===== config.mk =====
export PLATFORM = sky130hd
export DESIGN_NAME = ambient_lux_auto_backlight_unit_flat
export DESIGN_NICKNAME = d
export VERILOG_FILES = /design/src/rtl/alb_pkg.sv /design/src/rtl/alb_if.sv /design/src/rtl/alb_lux.sv /design/src/rtl/alb_avg.sv /design/src/rtl/alb_curve.sv /design/src/rtl/ambient_lux_auto_backlight_unit.sv /design/src/flat_wrapper.sv
export SDC_FILE = /design/constraint.sdc
export NUM_CORES = 2
export LEC_CHECK = 0
export BUFFER_PORTS_ARGS = -buffer_cell sky130_fd_sc_hd__buf_2
export CORE_UTILIZATION = 45
export DETAILED_ROUTE_END_ITERATION = 8
export GPL_ROUTABILITY_DRIVEN = 1
export PLACE_DENSITY = 0.68
export SYNTH_ARGS = -nofsm -noshare
export SYNTH_HDL_FRONTEND = slang
export SYNTH_SLANG_ARGS = --single-unit

===== constraint.sdc =====
create_clock -name clk -period 11.6 [get_ports clk]
set_input_delay 2.32 -clock clk [delete_from_list [all_inputs] [get_ports clk]]
set_output_delay 2.32 -clock clk [all_outputs]
set_load 0.1 [all_outputs]

===== src/rtl/alb_pkg.sv =====
`timescale 1ns / 1ps
`default_nettype none

package alb_pkg;

  localparam int CNT_W      = 16;
  localparam int LUX_W      = 16;
  localparam int BRIGHT_W   = 8;
  localparam int LEVEL_W    = 5;
  localparam int CFG_IDX_W  = 2;
  localparam int CFG_DATA_W = 8;

  localparam int DEF_HISTORY_DEPTH = 4;
  localparam int DEF_LEVEL_MAX     = 16;

  typedef enum logic [CFG_IDX_W-1:0] {
    CFG_MIN_BRIGHTNESS = 2'd0,
    CFG_MAX_BRIGHTNESS = 2'd1,
    CFG_AUTO_ENABLE    = 2'd2
  } cfg_index_t;

  localparam logic [BRIGHT_W-1:0] MIN_BRIGHT_RESET = 8'd10;
  localparam logic [BRIGHT_W-1:0] MAX_BRIGHT_RESET = 8'd255;
  localparam logic [BRIGHT_W-1:0] CUR_BRIGHT_RESET = 8'd255;

  // Channel ratio coefficients in Q1.16 (the first two exceed unity).
  localparam logic [16:0] COEF_A_VIS = 17'd116281;
  localparam logic [16:0] COEF_A_IR  = 17'd72476;
  localparam logic [16:0] COEF_B     = 17'd64383;
  localparam logic [16:0] COEF_C     = 17'd46203;
  localparam logic [16:0] COEF_D     = 17'd11580;

  localparam logic [LUX_W-1:0] LUX_T0 = 16'd10;
  localparam logic [LUX_W-1:0] LUX_T1 = 16'd100;
  localparam logic [LUX_W-1:0] LUX_T2 = 16'd500;
  localparam logic [LUX_W-1:0] LUX_T3 = 16'd5000;

  localparam logic [BRIGHT_W-1:0] BRIGHT_KNEE0 = 8'd128;
  localparam logic [BRIGHT_W-1:0] BRIGHT_KNEE1 = 8'd200;

  typedef enum logic [2:0] {
    SEG_MIN,
    SEG_LOW,
    SEG_MID,
    SEG_HIGH,
    SEG_MAX
  } seg_t;

  // Reciprocals for the ramp divisions; exact for products below 2^20.
  localparam int RAMP_SHIFT   = 33;
  localparam int RAMP_RECIP_W = 28;
  localparam logic [RAMP_RECIP_W-1:0] RAMP_RECIP_LOW =
    28'(((64'd1 << RAMP_SHIFT) + 64'd89) / 64'd90);
  localparam logic [RAMP_RECIP_W-1:0] RAMP_RECIP_MID =
    28'(((64'd1 << RAMP_SHIFT) + 64'd399) / 64'd400);
  localparam logic [RAMP_RECIP_W-1:0] RAMP_RECIP_HIGH =
    28'(((64'd1 << RAMP_SHIFT) + 64'd4499) / 64'd4500);

  // Reciprocal of 255, exact for dividends below 2^16.
  localparam int LEVEL_SHIFT = 24;
  localparam int LEVEL_RECIP = ((1 << LEVEL_SHIFT) + 254) / 255;

  typedef struct packed {
    logic [BRIGHT_W-1:0] min_brightness;
    logic [BRIGHT_W-1:0] max_brightness;
  } bright_cfg_t;

endpackage

`default_nettype wire


===== src/rtl/alb_if.sv =====
`timescale 1ns / 1ps
`default_nettype none

interface alb_sample_if;
  logic                     valid;
  logic                     ready;
  logic [alb_pkg::CNT_W-1:0] visible_ir_count;
  logic [alb_pkg::CNT_W-1:0] ir_count;
  logic                     read_error;

  modport source (output valid, visible_ir_count, ir_count, read_error, input ready);
  modport sink (input valid, visible_ir_count, ir_count, read_error, output ready);
endinterface

interface alb_result_if;
  logic                        valid;
  logic                        ready;
  logic [alb_pkg::BRIGHT_W-1:0] brightness;
  logic [alb_pkg::LEVEL_W-1:0]  backlight_level;

  modport source (output valid, brightness, backlight_level, input ready);
  modport sink (input valid, brightness, backlight_level, output ready);
endinterface

`default_nettype wire


===== src/rtl/alb_lux.sv =====
`timescale 1ns / 1ps
`default_nettype none

module alb_lux (
  input  wire logic                       clk,
  input  wire logic                       rst,
  input  wire logic                       auto_enable,
  input  wire logic                       in_valid,
  output logic                            in_ready,
  input  wire logic [alb_pkg::CNT_W-1:0]  visible_ir_count,
  input  wire logic [alb_pkg::CNT_W-1:0]  ir_count,
  input  wire logic                       read_error,
  output logic                            out_valid,
  input  wire logic                       out_ready,
  output logic [alb_pkg::LUX_W-1:0]       lux
);

  logic                      s1_valid;
  logic                      s1_ready;
  logic [alb_pkg::CNT_W-1:0] c0;
  logic [alb_pkg::CNT_W-1:0] c1;
  logic                      err;

  logic        zero_chan;
  logic        band_a;
  logic        band_b;
  logic        band_c;
  logic        band_d;
  logic        no_band;
  logic [16:0] ka;
  logic [16:0] kb;
  logic [32:0] pa_next;
  logic [32:0] pb_next;

  logic                      s2_valid;
  logic                      s2_ready;
  logic [32:0]               pa;
  logic [32:0]               pb;
  logic [alb_pkg::CNT_W-1:0] raw;
  logic                      use_raw;
  logic                      force_zero;

  logic [32:0]               diff;
  logic [alb_pkg::LUX_W-1:0] lux_next;
  logic                      s3_valid;
  logic                      s3_ready;

  assign s1_ready = !s1_valid || s2_ready;
  assign s2_ready = !s2_valid || s3_ready;
  assign s3_ready = !s3_valid || out_ready;
  assign in_ready = s1_ready;

  // Samples taken while auto mode is off are dropped at the input register.
  always_ff @(posedge clk) begin
    if (rst) begin
      s1_valid <= 1'b0;
    end else if (s1_ready) begin
      s1_valid <= in_valid && auto_enable;
    end
  end

  always_ff @(posedge clk) begin
    if (s1_ready && in_valid) begin
      c0  <= visible_ir_count;
      c1  <= ir_count;
      err <= read_error;
    end
  end

  assign zero_chan = (c0 == '0) || (c1 == '0);
  assign band_a    = {c1, 1'b0} < {1'b0, c0};
  assign band_b    = (23'(c1) * 23'd100) < (23'(c0) * 23'd61);
  assign band_c    = (19'(c1) * 19'd5) < (19'(c0) * 19'd4);
  assign band_d    = (20'(c1) * 20'd10) < (20'(c0) * 20'd13);

  always_comb begin
    ka      = '0;
    kb      = '0;
    no_band = 1'b0;
    if (band_a) begin
      ka = alb_pkg::COEF_A_VIS;
      kb = alb_pkg::COEF_A_IR;
    end else if (band_b) begin
      ka = alb_pkg::COEF_B;
      kb = alb_pkg::COEF_B;
    end else if (band_c) begin
      ka = alb_pkg::COEF_C;
      kb = alb_pkg::COEF_C;
    end else if (band_d) begin
      ka = alb_pkg::COEF_D;
      kb = alb_pkg::COEF_D;
    end else begin
      no_band = 1'b1;
    end
  end

  assign pa_next = 33'(ka) * 33'(c0);
  assign pb_next = 33'(kb) * 33'(c1);

  always_ff @(posedge clk) begin
    if (rst) begin
      s2_valid <= 1'b0;
    end else if (s2_ready) begin
      s2_valid <= s1_valid;
    end
  end

  always_ff @(posedge clk) begin
    if (s2_ready && s1_valid) begin
      pa         <= pa_next;
      pb         <= pb_next;
      raw        <= c0;
      use_raw    <= !err && zero_chan;
      force_zero <= err || (!zero_chan && no_band);
    end
  end

  assign diff = pa - pb;

  always_comb begin
    if (force_zero || (!use_raw && (pa <= pb))) begin
      lux_next = '0;
    end else if (use_raw) begin
      lux_next = raw;
    end else if (diff[32]) begin
      lux_next = '1;
    end else begin
      lux_next = diff[31:16];
    end
  end

  always_ff @(posedge clk) begin
    if (rst) begin
      s3_valid <= 1'b0;
    end else if (s3_ready) begin
      s3_valid <= s2_valid;
    end
  end

  always_ff @(posedge clk) begin
    if (s3_ready && s2_valid) begin
      lux <= lux_next;
    end
  end

  assign out_valid = s3_valid;

endmodule

`default_nettype wire


===== src/rtl/alb_avg.sv =====
`timescale 1ns / 1ps
`default_nettype none

module alb_avg #(
  parameter int HISTORY_DEPTH = alb_pkg::DEF_HISTORY_DEPTH
) (
  input  wire logic                       clk,
  input  wire logic                       rst,
  input  wire logic                       in_valid,
  output logic                            in_ready,
  input  wire logic [alb_pkg::LUX_W-1:0]  lux,
  output logic                            out_valid,
  input  wire logic                       out_ready,
  output logic [alb_pkg::LUX_W-1:0]       avg
);

  localparam int SLOT_W    = $clog2(HISTORY_DEPTH);
  localparam int SUM_W     = alb_pkg::LUX_W + SLOT_W;
  localparam int AVG_SHIFT = SUM_W + SLOT_W;
  localparam int RECIP_W   = AVG_SHIFT + 1;
  localparam int PROD_W    = SUM_W + RECIP_W;
  localparam logic [63:0] AVG_RECIP_FULL =
    ((64'd1 << AVG_SHIFT) + 64'(HISTORY_DEPTH) - 64'd1) / 64'(HISTORY_DEPTH);

  logic [alb_pkg::LUX_W-1:0] hist [HISTORY_DEPTH];
  logic [SLOT_W-1:0]         slot;
  logic [SUM_W-1:0]          sum;
  logic [SUM_W-1:0]          sum_next;
  logic                      s4_valid;
  logic                      s4_ready;
  logic                      load;

  logic [PROD_W-1:0]         avg_prod;
  logic                      s5_valid;
  logic                      s5_ready;

  assign s4_ready = !s4_valid || s5_ready;
  assign s5_ready = !s5_valid || out_ready;
  assign in_ready = s4_ready;
  assign load     = in_valid && s4_ready;

  // The running sum always equals the sum of the window, new entry included.
  assign sum_next = sum - SUM_W'(hist[slot]) + SUM_W'(lux);

  always_ff @(posedge clk) begin
    if (rst) begin
      for (int i = 0; i < HISTORY_DEPTH; i++) begin
        hist[i] <= '0;
      end
      slot     <= '0;
      sum      <= '0;
      s4_valid <= 1'b0;
    end else begin
      if (s4_ready) begin
        s4_valid <= in_valid;
      end
      if (load) begin
        hist[slot] <= lux;
        sum        <= sum_next;
        slot       <= (slot == SLOT_W'(HISTORY_DEPTH - 1)) ? '0 : slot + 1'b1;
      end
    end
  end

  assign avg_prod = PROD_W'(sum) * PROD_W'(AVG_RECIP_FULL[RECIP_W-1:0]);

  always_ff @(posedge clk) begin
    if (rst) begin
      s5_valid <= 1'b0;
    end else if (s5_ready) begin
      s5_valid <= s4_valid;
    end
  end

  always_ff @(posedge clk) begin
    if (s5_ready && s4_valid) begin
      avg <= avg_prod[AVG_SHIFT +: alb_pkg::LUX_W];
    end
  end

  assign out_valid = s5_valid;

endmodule

`default_nettype wire


===== src/rtl/alb_curve.sv =====
`timescale 1ns / 1ps
`default_nettype none

module alb_curve #(
  parameter int LEVEL_MAX = alb_pkg::DEF_LEVEL_MAX
) (
  input  wire logic                          clk,
  input  wire logic                          rst,
  input  wire alb_pkg::bright_cfg_t          cfg,
  input  wire logic                          in_valid,
  output logic                               in_ready,
  input  wire logic [alb_pkg::LUX_W-1:0]     avg,
  output logic                               out_valid,
  input  wire logic                          out_ready,
  output logic [alb_pkg::BRIGHT_W-1:0]       brightness,
  output logic [alb_pkg::LEVEL_W-1:0]        backlight_level
);

  localparam logic [24:0] LEVEL_COEF = 25'(LEVEL_MAX * alb_pkg::LEVEL_RECIP);

  alb_pkg::seg_t                seg_next;
  logic [12:0]                  dx;
  logic signed [9:0]            dy;
  logic [alb_pkg::BRIGHT_W-1:0] y0_next;
  logic [7:0]                   mag;
  logic [20:0]                  prod_next;

  logic                         s6_valid;
  logic                         s6_ready;
  alb_pkg::seg_t                seg;
  logic [20:0]                  prod;
  logic                         neg;
  logic [alb_pkg::BRIGHT_W-1:0] y0;

  logic [alb_pkg::RAMP_RECIP_W-1:0] recip;
  logic [48:0]                  qprod;
  logic [7:0]                   quot;
  logic [alb_pkg::BRIGHT_W-1:0] bright_next;

  logic                         s7_valid;
  logic                         s7_ready;
  logic [alb_pkg::BRIGHT_W-1:0] bright;
  logic [alb_pkg::BRIGHT_W-1:0] cur_bright;
  logic                         changed;
  logic                         out_free;
  logic [32:0]                  lvl_prod;

  assign s6_ready = !s6_valid || s7_ready;
  assign in_ready = s6_ready;

  // Flat ends use a zero slope so that every segment shares one datapath.
  always_comb begin
    seg_next = alb_pkg::SEG_MAX;
    dx       = '0;
    dy       = '0;
    y0_next  = cfg.max_brightness;
    if (avg < alb_pkg::LUX_T0) begin
      seg_next = alb_pkg::SEG_MIN;
      y0_next  = cfg.min_brightness;
    end else if (avg < alb_pkg::LUX_T1) begin
      seg_next = alb_pkg::SEG_LOW;
      dx       = 13'(avg - alb_pkg::LUX_T0);
      dy       = signed'({2'b00, alb_pkg::BRIGHT_KNEE0}) - signed'({2'b00, cfg.min_brightness});
      y0_next  = cfg.min_brightness;
    end else if (avg < alb_pkg::LUX_T2) begin
      seg_next = alb_pkg::SEG_MID;
      dx       = 13'(avg - alb_pkg::LUX_T1);
      dy       = signed'({2'b00, alb_pkg::BRIGHT_KNEE1}) - signed'({2'b00, alb_pkg::BRIGHT_KNEE0});
      y0_next  = alb_pkg::BRIGHT_KNEE0;
    end else if (avg < alb_pkg::LUX_T3) begin
      seg_next = alb_pkg::SEG_HIGH;
      dx       = 13'(avg - alb_pkg::LUX_T2);
      dy       = signed'({2'b00, cfg.max_brightness}) - signed'({2'b00, alb_pkg::BRIGHT_KNEE1});
      y0_next  = alb_pkg::BRIGHT_KNEE1;
    end
  end

  assign mag       = dy[9] ? 8'(-dy) : 8'(dy);
  assign prod_next = 21'(dx) * 21'(mag);

  always_ff @(posedge clk) begin
    if (rst) begin
      s6_valid <= 1'b0;
    end else if (s6_ready) begin
      s6_valid <= in_valid;
    end
  end

  always_ff @(posedge clk) begin
    if (s6_ready && in_valid) begin
      seg  <= seg_next;
      prod <= prod_next;
      neg  <= dy[9];
      y0   <= y0_next;
    end
  end

  always_comb begin
    case (seg)
      alb_pkg::SEG_LOW:  recip = alb_pkg::RAMP_RECIP_LOW;
      alb_pkg::SEG_MID:  recip = alb_pkg::RAMP_RECIP_MID;
      alb_pkg::SEG_HIGH: recip = alb_pkg::RAMP_RECIP_HIGH;
      default:           recip = '0;
    endcase
  end

  // The quotient is taken on the magnitude, so it truncates toward zero.
  assign qprod       = 49'(prod) * 49'(recip);
  assign quot        = qprod[alb_pkg::RAMP_SHIFT +: 8];
  assign bright_next = neg ? y0 - quot : y0 + quot;

  assign changed  = bright != cur_bright;
  assign out_free = !out_valid || out_ready;
  assign s7_ready = !s7_valid || !changed || out_free;

  always_ff @(posedge clk) begin
    if (rst) begin
      s7_valid <= 1'b0;
    end else if (s7_ready) begin
      s7_valid <= s6_valid;
    end
  end

  always_ff @(posedge clk) begin
    if (s7_ready && s6_valid) begin
      bright <= bright_next;
    end
  end

  assign lvl_prod = 33'(bright) * 33'(LEVEL_COEF);

  // A brightness equal to the current one is retired without a transfer.
  always_ff @(posedge clk) begin
    if (rst) begin
      out_valid  <= 1'b0;
      cur_bright <= alb_pkg::CUR_BRIGHT_RESET;
    end else if (out_free) begin
      out_valid <= s7_valid && changed;
      if (s7_valid && changed) begin
        cur_bright <= bright;
      end
    end
  end

  always_ff @(posedge clk) begin
    if (out_free && s7_valid && changed) begin
      brightness      <= bright;
      backlight_level <= lvl_prod[alb_pkg::LEVEL_SHIFT +: alb_pkg::LEVEL_W];
    end
  end

endmodule

`default_nettype wire


===== src/rtl/ambient_lux_auto_backlight_unit.sv =====
`timescale 1ns / 1ps
`default_nettype none

// Channel   Direction  Handshake      Payload
// sample    in         valid/ready    visible_ir_count, ir_count, read_error
// result    out        valid/ready    brightness, backlight_level
// cfg       in         cfg_wr_en      cfg_index, cfg_data
//
// One sample is taken per cycle while the sample port is ready; a result, when the brightness
// changes, passes through the seven register stages after the input register: products,
// lux, window sum, average, ramp product, brightness and the result register.
// Reset is synchronous; the lux window is cleared at once.
// A stalled result holds in its register while samples that give no result keep
// flowing; each stage fills in turn before the sample port stops.

module ambient_lux_auto_backlight_unit #(
  parameter int HISTORY_DEPTH = alb_pkg::DEF_HISTORY_DEPTH,
  parameter int LEVEL_MAX     = alb_pkg::DEF_LEVEL_MAX
) (
  input  wire logic                            clk,
  input  wire logic                            rst,
  input  wire logic                            cfg_wr_en,
  input  wire logic [alb_pkg::CFG_IDX_W-1:0]   cfg_index,
  input  wire logic [alb_pkg::CFG_DATA_W-1:0]  cfg_data,
  alb_sample_if.sink                           sample,
  alb_result_if.source                         result
);

  alb_pkg::bright_cfg_t cfg;
  logic                 auto_enable;

  logic                      lux_valid;
  logic                      lux_ready;
  logic [alb_pkg::LUX_W-1:0] lux;
  logic                      avg_valid;
  logic                      avg_ready;
  logic [alb_pkg::LUX_W-1:0] avg;

  always_ff @(posedge clk) begin
    if (rst) begin
      cfg.min_brightness <= alb_pkg::MIN_BRIGHT_RESET;
      cfg.max_brightness <= alb_pkg::MAX_BRIGHT_RESET;
      auto_enable        <= 1'b1;
    end else if (cfg_wr_en) begin
      case (cfg_index)
        alb_pkg::CFG_MIN_BRIGHTNESS: cfg.min_brightness <= cfg_data;
        alb_pkg::CFG_MAX_BRIGHTNESS: cfg.max_brightness <= cfg_data;
        alb_pkg::CFG_AUTO_ENABLE:    auto_enable        <= cfg_data[0];
        default: ;
      endcase
    end
  end

  alb_lux u_lux (
    .clk              (clk),
    .rst              (rst),
    .auto_enable      (auto_enable),
    .in_valid         (sample.valid),
    .in_ready         (sample.ready),
    .visible_ir_count (sample.visible_ir_count),
    .ir_count         (sample.ir_count),
    .read_error       (sample.read_error),
    .out_valid        (lux_valid),
    .out_ready        (lux_ready),
    .lux              (lux)
  );

  alb_avg #(
    .HISTORY_DEPTH (HISTORY_DEPTH)
  ) u_avg (
    .clk       (clk),
    .rst       (rst),
    .in_valid  (lux_valid),
    .in_ready  (lux_ready),
    .lux       (lux),
    .out_valid (avg_valid),
    .out_ready (avg_ready),
    .avg       (avg)
  );

  alb_curve #(
    .LEVEL_MAX (LEVEL_MAX)
  ) u_curve (
    .clk             (clk),
    .rst             (rst),
    .cfg             (cfg),
    .in_valid        (avg_valid),
    .in_ready        (avg_ready),
    .avg             (avg),
    .out_valid       (result.valid),
    .out_ready       (result.ready),
    .brightness      (result.brightness),
    .backlight_level (result.backlight_level)
  );

endmodule

`default_nettype wire


===== src/flat_wrapper.sv =====
// flat-port wrapper written by rule: the top's interface ports become plain ports
module ambient_lux_auto_backlight_unit_flat 
#(
  parameter int HISTORY_DEPTH = alb_pkg::DEF_HISTORY_DEPTH,
  parameter int LEVEL_MAX     = alb_pkg::DEF_LEVEL_MAX
)
  (clk, rst, cfg_wr_en, cfg_index, cfg_data, sample_valid, sample_visible_ir_count, sample_ir_count, sample_read_error, sample_ready, result_valid, result_brightness, result_backlight_level, result_ready);
  alb_sample_if sample_i ();
  alb_result_if result_i ();
  input  wire logic clk;
  input  wire logic rst;
  input  wire logic cfg_wr_en;
  input  wire logic [alb_pkg::CFG_IDX_W-1:0] cfg_index;
  input  wire logic [alb_pkg::CFG_DATA_W-1:0] cfg_data;
  input wire logic [$bits(sample_i.valid)-1:0] sample_valid;
  input wire logic [$bits(sample_i.visible_ir_count)-1:0] sample_visible_ir_count;
  input wire logic [$bits(sample_i.ir_count)-1:0] sample_ir_count;
  input wire logic [$bits(sample_i.read_error)-1:0] sample_read_error;
  output wire logic [$bits(sample_i.ready)-1:0] sample_ready;
  output wire logic [$bits(result_i.valid)-1:0] result_valid;
  output wire logic [$bits(result_i.brightness)-1:0] result_brightness;
  output wire logic [$bits(result_i.backlight_level)-1:0] result_backlight_level;
  input wire logic [$bits(result_i.ready)-1:0] result_ready;
  assign sample_i.valid = sample_valid;
  assign sample_i.visible_ir_count = sample_visible_ir_count;
  assign sample_i.ir_count = sample_ir_count;
  assign sample_i.read_error = sample_read_error;
  assign sample_ready = sample_i.ready;
  assign result_valid = result_i.valid;
  assign result_brightness = result_i.brightness;
  assign result_backlight_level = result_i.backlight_level;
  assign result_i.ready = result_ready;
  ambient_lux_auto_backlight_unit #(.HISTORY_DEPTH(HISTORY_DEPTH), .LEVEL_MAX(LEVEL_MAX)) u_core (.clk(clk), .rst(rst), .cfg_wr_en(cfg_wr_en), .cfg_index(cfg_index), .cfg_data(cfg_data), .sample(sample_i), .result(result_i));
endmodule

==> reports/qor.csv <==
metric,value,unit
grt_pass1_wl,231.6,mm
totalWireLength,145.3,mm
io-pin-count,63,
rsz0062_at_grt,yes,
syn_avg_cell_area,9.856,sq um
grt_pass1_vias,42050,
die_y,351.8,microns
relSlewSlack,0.1426,
die_w,351.8,microns
synth_area,0.05508,sq mm
grt-ovfl-total,0,
final_cell_count_no_fill,7654,
slowest_stage,fa_1,
clock_latency,0.58,ns
drt_iter0_drc,2490,
final_common_cell,inv_1,
synthCells,5588,
max_freq,87.18,MHz
antennaDiodeCount,0,
hold_viol,0,
async_reset_ff_frac,0,
clk_transition_reported_paths,0.07,ns
dp_cells,7556,
cts_buffers,36,
path_max_fanout,5,
final_antenna_net_count,0,
post_route_cells_drive_above_1_share,0.1253,
setup_viol,0,
coreArea,0.1206,sq mm
yosysUniqueCellTypes,100,
clockBufferDepth,3,
period_share,0.9888,
cpPeakStageDelay,0.55,ns
placementRows,127,
path_common_cell,fa_1,
place.gp.congestion,0.9758,
start_util,0.4567,
dp_hpwl,123.3,mm
grt_util_all_layers,0.2419,
synthFlopType,edfxtp_1,
first_pass_iters,6,
nNetsFinal,7731,
arrival,11.79,ns
finalCriticalPeriod,11.47,ns
hp-class,reg -> reg,
drc,0,
cts.sinks,322,
die_area,0.1238,sq mm
cap_viol_max_count,0,
synth.net_count,7305,
root_buffer,clkbuf_16,
grt_max_degree,78,
holdWs,0.4430,ns
syn2layout_area_growth,12.96,%
cp.required,11.92,ns
routed_via_density,5.166,
num_vias,39540,
final.setup.tns,0,ns
portBuffers,62,
start_kind,flip-flop,
yosysWarnings,0,
fill_cells,10910,
endpoint_kind,flip-flop,
fin_ws,0.1298,ns
cts_tree,done,
synth_edf_count,267,
h-tree-depth,2,
worstSetupPathType,reg -> reg,
skew,0.02365,ns
final_cell_mix,"inv_1 (1371), fa_1 (918), ha_1 (734), buf_4 (419), nand2_1 (414)",
pre_cts_ws,-0.4567,ns
wl_per_cell,18.98,microns
drv_slew,0,
status,completed,
ys_seq_area_frac,0.1656,
ys_seq_elements,322,
antenna_found_initial,1,
worst_pin_slew,1.277,ns
-- state kept, by name, indices dropped and copies added (netlist names), 5 cells and up, named ones only --
name                            flops
u_core.u_lux.raw                   16
u_core.u_curve.prod                21
u_core.u_lux.pa                    33
u_core.u_curve.brightness           8
u_core.u_lux.c1                    16
u_core.u_curve.cur_bright           8
u_core.u_curve.bright               8
u_core.u_curve.backlight_level      5
u_core.u_curve.y0                   8
u_core.u_lux.lux                   16
u_core.u_avg.sum                   18
u_core.u_avg.hist                  64
u_core.u_lux.c0                    16
u_core.u_avg.avg                   16
u_core.cfg                         16
u_core.u_lux.pb                    33
-- metal layers --
metal  vias to the layer above  part of all wire  global-route usage
met1                     19620              0.43              0.3267
met4                         0             0.033             0.07134
li1                      18510                 -                   -
met3                       231             0.059             0.03022
met2                      1187              0.47              0.4062
met5                         -                 0                   0
-- final cells by class --
class                           count  area [sq um]  area share
Timing Repair Buffer              501          3719     0.05977
Sequential cell                   322          9119      0.1466
Multi-Input combinational cell   3762         40910      0.6575
Tap cell                         1612          2017     0.03242
Clock inverter                     21         295.3    0.004746
Clock buffer                       45         934.6     0.01502
Inverter                         1391          5221     0.08393
-- path summary, 6_finish.rpt --
| kind | end | slack [ns] | depth (start not counted) | start |
|---|---|---|---|---|
| min | u_core.u_avg.avg[13] | 0.44 | 0 | u_core.u_avg.sum[15] |
| max reg2reg | u_core.u_lux.pa[32] | 0.13 | 49 | u_core.u_lux.c0[1] |
| max | u_core.u_lux.pa[32] | 0.13 | 49 | u_core.u_lux.c0[1] |
| min reg2reg | u_core.u_avg.avg[13] | 0.44 | 0 | u_core.u_avg.sum[15] |
-- worst max-delay path, delay by kind of cell, from the launching register on --
| kind | cells | cell delay (ns) |
|---|---|---|
| AO/OA/AOI/OAI | 18 | 3.15 |
| multiplexers | 1 | 0.13 |
| buffers and inverters | 10 | 0.68 |
| XOR/XNOR | 2 | 0.20 |
| AND/OR/NAND/NOR | 6 | 1.11 |
| flip-flops | 1 | 0.46 |
| adder cells (fa/ha/maj) | 12 | 5.48 |
-- metrics by stage --
step | util | instance area [sq um]
6_report | 0.5158 | 62210
3_3_place_gp | 0.4984 | 60110
2_1_floorplan | - | 55110
4_1_cts | 0.5099 | 61500
5_1_grt | 0.5158 | 62210
3_5_place_dp | 0.4984 | 60110
-- Yosys cell counts (55+ instances only) --
master / n / area share
o21ai_0: 106 / 0.0096
edfxtp_1: 267 / 0.15
inv_1: 1386 / 0.094
nand3_1: 57 / 0.0052
nor3_1: 90 / 0.0082
nor2_1: 260 / 0.018
ha_1: 741 / 0.17
a21o_1: 67 / 0.0091
clkbuf_1: 80 / 0.0055
and2_1: 172 / 0.020
nor2b_1: 56 / 0.0064
a21oi_1: 194 / 0.018
fa_1: 928 / 0.34
xnor2_1: 143 / 0.023
dfxtp_1: 55 / 0.020
nand2_1: 416 / 0.028
xor2_1: 71 / 0.011
-- kinds of logic (layout without fill, tap and decap cells) --
group | after synthesis | in the layout | share of synthesized area
buffers and inverters | 1504 | 1958 | 0.1035
multiplexers | 25 | 25 | 0.008201
AO/OA/AOI/OAI | 624 | 624 | 0.07542
XOR/XNOR | 214 | 214 | 0.03403
flip-flops | 322 | 322 | 0.1656
adder cells (fa/ha/maj) | 1669 | 1669 | 0.5057
other | 1 | 1 | 0.00006809
AND/OR/NAND/NOR | 1229 | 1229 | 0.1075
-- timing repair --
item,CTS,global route
gates resized for setup,38,130
gates cloned,1,2
hold buffers,0,0
setup endpoints to repair,21,26
pin swaps,27,86
setup buffers,6,25
Power is not shown: default switching activity piles up to over one toggle a cycle in this logic, so the estimate is an artifact.
